[config.mk]
export PLATFORM = sky130hd
export DESIGN_NAME = bitmap_slot_allocator_core
export DESIGN_NICKNAME = d
export VERILOG_FILES = /design/src/bsa_pkg.sv /design/src/bitmap_slot_allocator_core.sv /design/src/bsa_ram.sv
export SDC_FILE = /design/constraint.sdc
export NUM_CORES = 2
export LEC_CHECK = 0
export BUFFER_PORTS_ARGS = -buffer_cell sky130_fd_sc_hd__buf_2
export CORE_MARGIN = 2
export CORE_UTILIZATION = 40
export CTS_BUF_LIST = sky130_fd_sc_hd__clkbuf_8
export CTS_CLUSTER_SIZE = 40
export DETAILED_ROUTE_END_ITERATION = 10
export HOLD_SLACK_MARGIN = 0.06
export MAX_ROUTING_LAYER = met4
export PLACE_DENSITY = 0.62
export SLEW_MARGIN = 10
export SYNTH_ARGS = -nofsm -noshare
export SYNTH_HDL_FRONTEND = slang
export SYNTH_HIERARCHICAL = 1
export SYNTH_SLANG_ARGS = --single-unit
[constraint.sdc]
create_clock -name clk -period 5.1 [get_ports clk]
set_clock_uncertainty 0.1 [all_clocks]
set_input_delay 1.02 -clock clk [delete_from_list [all_inputs] [get_ports clk]]
set_output_delay 1.02 -clock clk [all_outputs]
set_load 0.02 [all_outputs]
[src/bsa_pkg.sv]
`timescale 1ns / 1ps
// ----------------------------------------------------------------------------
// Bitmap slot allocator package
// Sizes, field widths and command codes shared by the allocator files.
// ----------------------------------------------------------------------------
package bsa_pkg;

  // Slot space and word geometry.
  localparam int MAX_SLOTS  = 1024;
  localparam int WORD_BITS  = 32;
  localparam int NUM_WORDS  = MAX_SLOTS / WORD_BITS;
  localparam int BIT_IDX_W  = $clog2(WORD_BITS);
  localparam int WORD_IDX_W = $clog2(NUM_WORDS);
  localparam int SLOT_IDX_W = WORD_IDX_W + BIT_IDX_W;

  // Field widths of the command and configuration ports.
  localparam int CMD_W = 2;
  localparam int ACT_W = 6;

  // Reset value of the active word count.
  localparam logic [ACT_W-1:0] ACT_WORDS_RESET = ACT_W'(32);

  // Command codes.
  typedef enum logic [CMD_W-1:0] {
    CMD_ALLOC   = 2'd0,
    CMD_SET     = 2'd1,
    CMD_RELEASE = 2'd2,
    CMD_PROBE   = 2'd3
  } cmd_t;

endpackage

[src/bitmap_slot_allocator_core.sv]
`timescale 1ns / 1ps
// ----------------------------------------------------------------------------
// Bitmap slot allocator core
// Allocates, claims, releases and probes slots held in a word-wide bitmap RAM.
// ----------------------------------------------------------------------------
// Usage:
//   A command word (cmd, entry_index) is taken at a rising edge where start is
//   high and busy is low. Allocate ignores entry_index and returns the lowest
//   free slot at or above the first-free word hint; set, release and probe act
//   on the named slot.
//   Each command yields exactly one result word, shown on status,
//   allocated_index and slot_taken for one cycle while done is high. The
//   receiver cannot stall; the result must be taken in that cycle.
//   A new command is taken only once the last one is through. The bitmap RAM
//   read comes first (the word is picked from the per-word full flags), then
//   the modify and write-back, which also updates the full flags and the hint.
//   The active word count is written through cfg_wr_en / cfg_wr_data while
//   the core is idle, a rule for the user that the core does not enforce;
//   the write does not touch the bitmap or the hint.
//   Reset (rst, synchronous) empties the bitmap at once through per-word
//   valid bits, zeroes the hint and sets the active word count to 32.
// ----------------------------------------------------------------------------
module bitmap_slot_allocator_core (
  input  logic                          clk,
  input  logic                          rst,
  input  logic                          start,
  output logic                          busy,
  input  logic [bsa_pkg::CMD_W-1:0]      cmd,
  input  logic [bsa_pkg::SLOT_IDX_W-1:0] entry_index,
  input  logic                          cfg_wr_en,
  input  logic [bsa_pkg::ACT_W-1:0]      cfg_wr_data,
  output logic                          done,
  output logic                          status,
  output logic [bsa_pkg::SLOT_IDX_W-1:0] allocated_index,
  output logic                          slot_taken
);

  typedef enum logic {
    ST_IDLE,
    ST_EXEC
  } state_t;

  state_t state;

  // Architectural state outside the RAM.
  logic [bsa_pkg::ACT_W-1:0]      active_words;
  logic [bsa_pkg::WORD_IDX_W-1:0] hint;
  logic [bsa_pkg::NUM_WORDS-1:0]  word_full;
  logic [bsa_pkg::NUM_WORDS-1:0]  word_valid;

  // Command held across the read cycle.
  bsa_pkg::cmd_t                  cmd_q;
  logic [bsa_pkg::WORD_IDX_W-1:0] wi_q;
  logic [bsa_pkg::BIT_IDX_W-1:0]  bit_q;
  logic                           in_range_q;
  logic                           found_q;

  // Index of the lowest set bit of a vector with one bit per word.
  function automatic logic [bsa_pkg::WORD_IDX_W-1:0] low_word(
    input logic [bsa_pkg::NUM_WORDS-1:0] v
  );
    logic [bsa_pkg::WORD_IDX_W-1:0] r;
    r = '0;
    for (int i = bsa_pkg::NUM_WORDS - 1; i >= 0; i--) begin
      if (v[i]) begin
        r = bsa_pkg::WORD_IDX_W'(i);
      end
    end
    return r;
  endfunction

  // Lowest clear bit of a bitmap word.
  function automatic logic [bsa_pkg::BIT_IDX_W-1:0] low_clear(
    input logic [bsa_pkg::WORD_BITS-1:0] w
  );
    logic [bsa_pkg::BIT_IDX_W-1:0] r;
    r = '0;
    for (int i = bsa_pkg::WORD_BITS - 1; i >= 0; i--) begin
      if (!w[i]) begin
        r = bsa_pkg::BIT_IDX_W'(i);
      end
    end
    return r;
  endfunction

  // Active word count clamped to the RAM depth.
  logic [bsa_pkg::ACT_W-1:0] eff_words;
  assign eff_words = (active_words > bsa_pkg::ACT_W'(bsa_pkg::NUM_WORDS)) ?
                     bsa_pkg::ACT_W'(bsa_pkg::NUM_WORDS) : active_words;

  // Decode of the incoming command word.
  logic                           accept;
  logic [bsa_pkg::WORD_IDX_W-1:0] in_wi;
  logic [bsa_pkg::BIT_IDX_W-1:0]  in_bit;
  logic                           in_range;

  assign busy     = (state != ST_IDLE);
  assign accept   = start && !busy;
  assign in_wi    = entry_index[bsa_pkg::SLOT_IDX_W-1:bsa_pkg::BIT_IDX_W];
  assign in_bit   = entry_index[bsa_pkg::BIT_IDX_W-1:0];
  assign in_range = ({1'b0, in_wi} < eff_words);

  // Candidate words for allocate: not full, at or above the hint, active.
  logic [bsa_pkg::NUM_WORDS-1:0]  cand;
  logic [bsa_pkg::WORD_IDX_W-1:0] cand_wi;

  always_comb begin
    for (int i = 0; i < bsa_pkg::NUM_WORDS; i++) begin
      cand[i] = !word_full[i] &&
                (bsa_pkg::ACT_W'(hint) <= bsa_pkg::ACT_W'(i)) &&
                (bsa_pkg::ACT_W'(i) < eff_words);
    end
    cand_wi = low_word(cand);
  end

  // Bitmap RAM read address: picked word for allocate, named word otherwise.
  logic [bsa_pkg::WORD_IDX_W-1:0] rd_wi;
  assign rd_wi = (bsa_pkg::cmd_t'(cmd) == bsa_pkg::CMD_ALLOC) ? cand_wi : in_wi;

  logic                           ram_we;
  logic [bsa_pkg::WORD_BITS-1:0]  ram_wdata;
  logic [bsa_pkg::WORD_BITS-1:0]  ram_rdata;

  bsa_ram #(
    .WIDTH (bsa_pkg::WORD_BITS),
    .DEPTH (bsa_pkg::NUM_WORDS)
  ) u_bitmap_ram (
    .clk   (clk),
    .we    (ram_we),
    .waddr (wi_q),
    .wdata (ram_wdata),
    .re    (accept),
    .raddr (rd_wi),
    .rdata (ram_rdata)
  );

  // Modify step: a word never written since reset reads as empty.
  logic [bsa_pkg::WORD_BITS-1:0]  cur_word;
  logic [bsa_pkg::WORD_BITS-1:0]  bit_mask;
  logic [bsa_pkg::BIT_IDX_W-1:0]  free_bit;
  logic                           cur_bit;
  logic                           status_next;
  logic                           taken_next;
  logic [bsa_pkg::SLOT_IDX_W-1:0] alloc_next;
  logic                           hint_we;

  always_comb begin
    cur_word    = word_valid[wi_q] ? ram_rdata : '0;
    bit_mask    = bsa_pkg::WORD_BITS'(1) << bit_q;
    free_bit    = low_clear(cur_word);
    cur_bit     = cur_word[bit_q];
    ram_we      = 1'b0;
    ram_wdata   = cur_word;
    status_next = 1'b1;
    taken_next  = 1'b0;
    alloc_next  = '0;
    hint_we     = 1'b0;
    if (state == ST_EXEC) begin
      case (cmd_q)
        bsa_pkg::CMD_ALLOC: begin
          if (found_q) begin
            ram_we      = 1'b1;
            ram_wdata   = cur_word | (bsa_pkg::WORD_BITS'(1) << free_bit);
            status_next = 1'b0;
            alloc_next  = {wi_q, free_bit};
            hint_we     = 1'b1;
          end
        end
        bsa_pkg::CMD_SET: begin
          if (in_range_q && !cur_bit) begin
            ram_we      = 1'b1;
            ram_wdata   = cur_word | bit_mask;
            status_next = 1'b0;
          end
        end
        bsa_pkg::CMD_RELEASE: begin
          if (in_range_q && cur_bit) begin
            ram_we      = 1'b1;
            ram_wdata   = cur_word & ~bit_mask;
            status_next = 1'b0;
            hint_we     = (wi_q < hint);
          end
        end
        bsa_pkg::CMD_PROBE: begin
          status_next = 1'b0;
          taken_next  = in_range_q && cur_bit;
        end
        default: begin
          status_next = 1'b1;
        end
      endcase
    end
  end

  // Sequencer, side state and registered result.
  always_ff @(posedge clk) begin
    if (rst) begin
      state        <= ST_IDLE;
      active_words <= bsa_pkg::ACT_WORDS_RESET;
      hint         <= '0;
      word_full    <= '0;
      word_valid   <= '0;
      done         <= 1'b0;
    end else begin
      done <= 1'b0;
      if (cfg_wr_en) begin
        active_words <= cfg_wr_data;
      end
      case (state)
        ST_IDLE: begin
          if (accept) begin
            state      <= ST_EXEC;
            cmd_q      <= bsa_pkg::cmd_t'(cmd);
            wi_q       <= rd_wi;
            bit_q      <= in_bit;
            in_range_q <= in_range;
            found_q    <= |cand;
          end
        end
        ST_EXEC: begin
          state           <= ST_IDLE;
          done            <= 1'b1;
          status          <= status_next;
          allocated_index <= alloc_next;
          slot_taken      <= taken_next;
          if (ram_we) begin
            word_valid[wi_q] <= 1'b1;
            word_full[wi_q]  <= &ram_wdata;
          end
          if (hint_we) begin
            hint <= wi_q;
          end
        end
        default: begin
          state <= ST_IDLE;
        end
      endcase
    end
  end

`ifndef SYNTHESIS
  // Every accepted command produces its result after its modify step.
  a_result_follows: assert property (@(posedge clk) disable iff (rst)
    accept |=> ##1 done)
    else $error("result missing after accepted command");

  // The result word only appears once the core is free again.
  a_done_idle: assert property (@(posedge clk) disable iff (rst)
    done |-> !busy)
    else $error("result shown while busy");

  // The bitmap RAM is written only in the modify step.
  a_write_exec: assert property (@(posedge clk) disable iff (rst)
    ram_we |-> (state == ST_EXEC))
    else $error("bitmap write outside modify step");

  // A successful allocate grants a slot inside the active range.
  a_alloc_range: assert property (@(posedge clk) disable iff (rst)
    (ram_we && (cmd_q == bsa_pkg::CMD_ALLOC)) |->
      ({1'b0, wi_q} < eff_words))
    else $error("allocate granted a word outside the active range");
`endif

endmodule

[src/bsa_ram.sv]
`timescale 1ns / 1ps
// ----------------------------------------------------------------------------
// Generic single-port-write RAM
// One write port and one read port; read data is registered.
// ----------------------------------------------------------------------------
module bsa_ram #(
  parameter int WIDTH = 32,
  parameter int DEPTH = 32
) (
  input  logic                     clk,
  input  logic                     we,
  input  logic [$clog2(DEPTH)-1:0] waddr,
  input  logic [WIDTH-1:0]         wdata,
  input  logic                     re,
  input  logic [$clog2(DEPTH)-1:0] raddr,
  output logic [WIDTH-1:0]         rdata
);

  logic [WIDTH-1:0] mem [DEPTH];

  // Write port and registered read port.
  always_ff @(posedge clk) begin
    if (we) begin
      mem[waddr] <= wdata;
    end
    if (re) begin
      rdata <= mem[raddr];
    end
  end

endmodule

### Yosys cells after proc, flatten, opt, wreduce, memory -nomap -nowiden

Memory sizes are Yosys's and may differ from the RTL's. A register that Yosys moved wholly into a read port is not among the register bits.
Index checks and enable logic that the tools add are counted.

* register bits after elaboration: 103
* bits in writable memories: 1024
* input port bits: 22
* output and inout bits: 14
* word-level logic and storage cells: 302
* memories: 1

* $lt $le $gt $ge: 69
* equality and inequality tests: 3
* shift-type cells: 2
* muxes and demuxes: 96
* bitwise operators: 7
* reductions and logical operators: 110

Memory list
* u_bitmap_ram.mem: words 32, width 32, read ports 1, clocked after memory_dff 1, write ports 1, line bsa_ram.sv:19 `logic [WIDTH-1:0] mem [DEPTH];`

Operators with widths (count)
* $mux 5: 65
* $mux 32: 5
* $lt 5x6->1 const A: 16
* $or 32x32->32: 3
* $pmux 32 s3: 1
* $le 5x5->1 const B: 15
* $logic_and 1x1->1: 67
* $shl 1x5->32 const A: 2
* $lt 4x6->1 const A: 8
* $le 5x4->1 const B: 8
* $logic_not 1->1: 34
* $and 32x32->32: 1
* $bwmux 32: 1
* $not 32->32: 1
* $reduce_and 32->1: 1
* $reduce_or 32->1: 1
* $lt 3x6->1 const A: 4
* $le 5x3->1 const B: 4
* $mux 1: 16
* $lt 1x6->1 const A: 2
* $lt 2x6->1 const A: 2
* $lt 5x6->1 const B: 2
* $bmux 1 s5: 2
* $le 5x1->1 const B: 2
* 16 further kinds: 24

### Logic depth before layout (Yosys ltp)

* depth in word-level cells: 42
* depth in mapped cells: 21
* gate-level depth less buffers: 18

### By module

The synthesis kept the hierarchy.

By module, submodules not included
* bsa_ram: times used 1, cells an instance 2260, area each 40812.9 sq um, seq. area each 31710.4 sq um
* bitmap_slot_allocator_core: times used 1, cells an instance 1075, area each 8207.9 sq um, seq. area each 2322.2 sq um

### Worst setup path before layout

OpenSTA, ideal clock, no wires.

* kind: register to register
* from: reg wi_q[1] in the netlist's numbering
* to: mem u_bitmap_ram.mem[28][0], enable pin
* setup time: 0.421 ns
* arrival time: 4.778 ns
* data required time: 4.579 ns
* slack: -0.199 ns
* stages on the path, launching flop included: 14
* path buffers: 3
* period minus slack after synthesis: 5.299 ns
* cell sequence: edfxtp_1 -> buf_4 -> or3b_1 -> o22ai_1 -> o31ai_4 -> o21bai_1 -> o2111ai_2 -> o21ai_4 -> buf_2 -> and3_1 -> o31a_1 -> or3b_2 -> clkbuf_1 -> nor2_1

* word-level cells in the longest chain between the ends: 12
* elaborated cells between the ends (all ways): 14
* those cells by class: 11 x mux; 3 x reduce/logical

Ends and longest elaborated chain
* from (decl): line bitmap_slot_allocator_core.sv:53 `logic [bsa_pkg::WORD_IDX_W-1:0] wi_q;`
* from (signal assigned): line bitmap_slot_allocator_core.sv:214 `wi_q <= rd_wi;`
* $bmux 1 s5 *: line bitmap_slot_allocator_core.sv:148 `cur_word = word_valid[wi_q] ? ram_rdata : '0;`
* $mux 1 (not written as such) *: line bitmap_slot_allocator_core.sv:148
* $mux 32 *: line bitmap_slot_allocator_core.sv:148
* $bmux 1 s5 *: line bitmap_slot_allocator_core.sv:151 `cur_bit = cur_word[bit_q];`
* $mux 1 (not written as such) *: line bitmap_slot_allocator_core.sv:151
* $logic_not 1->1: line bitmap_slot_allocator_core.sv:170 `if (in_range_q && !cur_bit) begin`
* $logic_and 1x1->1: line bitmap_slot_allocator_core.sv:170
* $mux 1: line bitmap_slot_allocator_core.sv:170
* $pmux 1 s3 *: line bitmap_slot_allocator_core.sv:159 `case (cmd_q)`
* $mux 1 *: line bitmap_slot_allocator_core.sv:158 `if (state == ST_EXEC) begin`
* net ram_we: line bitmap_slot_allocator_core.sv:120 `logic ram_we;`
* $mux 1 *: line bsa_ram.sv:23 `if (we) begin`
* $mux 1 (not written as such) *: line bsa_ram.sv:24 `mem[waddr] <= wdata;`
* to (decl): line bsa_ram.sv:19

Mark *: on every way through the listed nets, which the timed path passes. The rest lies on a longest branch. The select of a mux whose other input is x is not followed.

### Worst setup path after layout

* from: reg active_words[5] in the netlist's numbering
* to: reg u_bitmap_ram.rdata[22] (read register of u_bitmap_ram.mem), data pin

* word-level cells in the longest chain between the ends: 37
* elaborated cells between the ends (all ways): 99
* those cells by class: 33 x order compare; 34 x mux; 32 x reduce/logical

Ends and longest elaborated chain
* from (decl): line bitmap_slot_allocator_core.sv:46 `logic [bsa_pkg::ACT_W-1:0] active_words;`
* from (signal assigned): line bitmap_slot_allocator_core.sv:199 `active_words <= bsa_pkg::ACT_WORDS_RESET;`
* from (signal assigned): line bitmap_slot_allocator_core.sv:207 `active_words <= cfg_wr_data;`
* $gt 6x6->1: line bitmap_slot_allocator_core.sv:88 `assign eff_words = (active_words > bsa_pkg::ACT_W'(bsa_pkg::NUM_WORDS)) ?`
* $mux 6 *: line bitmap_slot_allocator_core.sv:88
* $lt 5x6->1: line bitmap_slot_allocator_core.sv:111 `(bsa_pkg::ACT_W'(i) < eff_words);`
* $logic_and 1x1->1: line bitmap_slot_allocator_core.sv:110 `(bsa_pkg::ACT_W'(hint) <= bsa_pkg::ACT_W'(i)) &&`
* $mux 5 (31 in series): line bitmap_slot_allocator_core.sv:65 `if (v[i]) begin`
* $mux 5 *: line bitmap_slot_allocator_core.sv:65
* $mux 5 *: line bitmap_slot_allocator_core.sv:118 `assign rd_wi = (bsa_pkg::cmd_t'(cmd) == bsa_pkg::CMD_ALLOC) ? cand_wi : in_wi;`
* net rd_wi (one bit): line bitmap_slot_allocator_core.sv:117 `logic [bsa_pkg::WORD_IDX_W-1:0] rd_wi;`
* to (decl): line bsa_ram.sv:16 `output logic [WIDTH-1:0] rdata`

Mark *: on every way through the listed nets, which the timed path passes. The rest lies on a longest branch.
A chain may end at the register's enable or synchronous reset.

==> flow_summary.json <==
{
  "drive_above_1_share": 0.168,
  "io_pins": 36,
  "ant_nets": 0,
  "reg2reg_to": "u_bitmap_ram/rdata[22]",
  "rsz0062_at_grt": "false",
  "arrival_ps": 5310,
  "power.density_nw_per_um2": 342,
  "antenna_found_initial": 3,
  "hold_violations": 0,
  "wl_per_cell_um": 28.0,
  "reg2reg_depth": 20,
  "synth_mux_area_frac": 0.119,
  "clockBufferDepth": 3,
  "synth_fa_ha_area_frac": 0.00204,
  "placementRows": 128,
  "crit_path_end_kind": "flop",
  "num_vias": 31300,
  "cts_tree": "built",
  "synth_edf_count": 1082,
  "seq_area_um2": 34000,
  "synth_top_family_by_area": "multiplexers",
  "grt_pass1_wl_um": 215000,
  "numCtsBuffers": 185,
  "overflow": 0,
  "core_um2": 122000,
  "die-area_um2": 125000,
  "synthSimpleGateAreaFrac": 0.0757,
  "reg2reg_from": "active_words[5]",
  "drt-met1-wl_um": 64600,
  "worstHoldEndpoint": "active_words[5]",
  "gp_congestion": 1.02,
  "power.share.clock": 0.387,
  "path_class": "reg -> reg",
  "yosysSeqAreaShare": 0.694,
  "drv_slew": 0,
  "grt.total_usage": 0.243,
  "yosysUniqueCellTypes": 92,
  "grt_pass1_vias": 30100,
  "clock_latency_ps": 900,
  "synth_top_area_frac": 0.663,
  "synth-xor-area-share": 0,
  "port_buffers": 35,
  "dr.pass1.iters": 6,
  "cts_root_buf": "clkbuf_8",
  "yosysTopAreaCell": "edfxtp_1",
  "start_util": 0.403,
  "ys.flop_type": "edfxtp_1",
  "synth_compound_area_frac": 0.0833,
  "setup_violations": 0,
  "yosysWarnings": 6,
  "path_max_fanout": 24,
  "irDropWorstVdd_v": 0.000259,
  "die_x_um": 354,
  "power_mw": 19.3,
  "hold_depth": 3,
  "multiInputGateArea_um2": 14200,
  "tightestPinTransition_ps": 1140,
  "clk_pin_slew_ps": 70,
  "finish.instance_area_um2": 56500,
  "cp-start-kind": "flop",
  "nets": 3627,
  "sw_frac_of_total": 0.246,
  "die_h_um": 354,
  "seqPwrFrac": 0.539,
  "power.switching_mw": 4.75,
  "postCtsSetupBuffers": 0,
  "wl_met3_um": 11900,
  "dp_hpwl_um": 95400,
  "period_share": 0.953,
  "crit_required_ps": 5550,
  "synth_fp_nets": 3365,
  "grt_max_degree": 51,
  "ys_seq_elements": 1159,
  "syn_to_final_growth_pct": 15.3,
  "syn-mean-instance-area_um2": 14.7,
  "synth_area_leaders": "edfxtp_1, mux2i_1, dfxtp_1, a21oi_1, nand2_1",
  "combPwrFrac": 0.074,
  "p_leak_nw": 19.2,
  "placed_area_um2": 53000,
  "maxCapViolCount": 0,
  "ff2ff_setup_slack_ps": 240,
  "netlist_area_um2": 49000,
  "nFillCells": 10700,
  "final_util": 0.464,
  "totalWireLength_um": 150000,
  "relSlewSlack": 0.239,
  "vias_per_cell": 5.82,
  "synthArstFlopShare": 0,
  "status": "completed",
  "h-tree-depth": 4,
  "hold_class": "in -> reg",
  "p_int_mw": 14.6,
  "dr_wl_met2_um": 69500,
  "period_needed_ps": 4860,
  "drcViolationCount": 0,
  "netlist_instances": 3335,
  "cts_num_sinks": 1159,
  "dr.max_layer_used": "met4",
  "drt_iter0_markers": 3716,
  "max_freq_mhz": 206,
  "holdCritStartpoint": "cfg_wr_data[5]"
}
-- power groups by stage --
stage               logic [mW]  clock network [mW]  registers (mW)
finish                    1.44                7.48            10.4
global route              1.51                8.02            10.4
CTS                       1.42                7.64            10.4
detailed placement        1.42                   0            10.6
global placement          1.42                   0            10.6
floorplan                0.885                   0            10.6
-- critical path: stages (launching register included) --
cell and delay [ps]:
dfxtp_4 420, o21ba_2 300, nor2_1 60, a2111oi_0 430
buf_4 210, o41ai_2 90, a21oi_1 170, o21ai_0 100
a31oi_1 200, o211ai_1 110, a311o_1 360, a211oi_1 240
a211oi_1 80, buf_4 190, nor2_4 140, buf_12 220
buf_4 260, a22o_1 160, nor3_1 50, a31oi_1 280
nand3_1 310
-- synthesized netlist by cell type (23+ instances only) --
cell type  count
dfxtp_1       77
nand2_1      241
a31oi_1       55
nand3_1      142
nor3_1        64
buf_4         37
a22oi_1      101
nor2_1       130
a21oi_1      181
edfxtp_1    1082
buf_2         45
o211ai_1      23
inv_1         39
clkbuf_1      88
nand4_1       27
o21ai_0       30
mux2i_1      553
a22o_1        66
nand2b_1      23
-- metrics by stage --
step | setup TNS, ps | setup slack, ps | hold WS (ps) | instances
after floorplan | -49950 | -199 | 321 | 3335
after global placement | -218 | -112 | 333 | 5036
after detailed placement | -232 | -118 | 338 | 5036
after CTS | 0 | 74.5 | 154 | 5372
after global routing | 0 | 1.26 | 216 | 5373
final | 0 | 241 | 246 | 5377
-- layout by cell type (no fill, tap or decap), types with 17 or more instances in the layout --
cell and count:
a21oi_1 177, a22o_1 66, a22oi_1 101, a31oi_1 55, and2_1 17, buf_12 50, buf_2 35, buf_4 194
clkbuf_8 188, clkinv_1 51, clkinv_2 17, dfxtp_1 72, edfxtp_1 1082, inv_1 97, mux2i_1 553, nand2_1 240
nand2b_1 21, nand3_1 139, nand4_1 27, nor2_1 96, nor2_4 33, nor3_1 64, o211ai_1 23, o21ai_0 25
-- cell type report --
type                       instances  area share
sequential                      1159       0.602
multi-input combinational       1932       0.251
timing repair buffer             279      0.0466
clock buffer                     188      0.0458
tap                             1625      0.0360
clock inverter                   148      0.0153
inverter                          40     0.00266
antenna                            6    0.000266
-- routing by layer --
metal,GRT usage,vias to the layer above
met2,0.367,1492
li1,-,13600
met4,0.0757,0
met3,0.0433,252
met5,-,-
met1,0.334,15900
-- worst max-delay path by stage --
stage / from / to / slack, ps
3_3_place_gp: active_words[5] / u_bitmap_ram/rdata[4] / -110
6_report: active_words[5] / u_bitmap_ram/rdata[22] / 240
5_1_grt: hint[1] / u_bitmap_ram/rdata[23] / 1
4_1_cts: active_words[4] / u_bitmap_ram/rdata[12] / 70
2_1_floorplan: wi_q[1] / u_bitmap_ram/mem[28][0] / -200
3_5_place_dp: active_words[5] / u_bitmap_ram/rdata[4] / -120
-- logic make-up after synthesis --
group	count (synthesis)
compound gates	594
fa+ha+maj	8
buf+inv	244
flops	1159
mux	569
simple gates	761
-- registers in the layout (all words and copies together) (netlist names), 2 cells and up --
name and flops:
bit_q 5, u_bitmap_ram/mem 1024, hint 5, u_bitmap_ram/rdata 32, cmd_q 2, active_words 6, wi_q 5, word_valid 32
allocated_index 10, word_full 32
-- repair_timing --
item,4_1_cts,5_1_grt
setup endpoints to repair,6,24
hold buffers,0,0
gates cloned,0,0
gates resized for setup,7,11
Power figures use the tool's default switching activity.
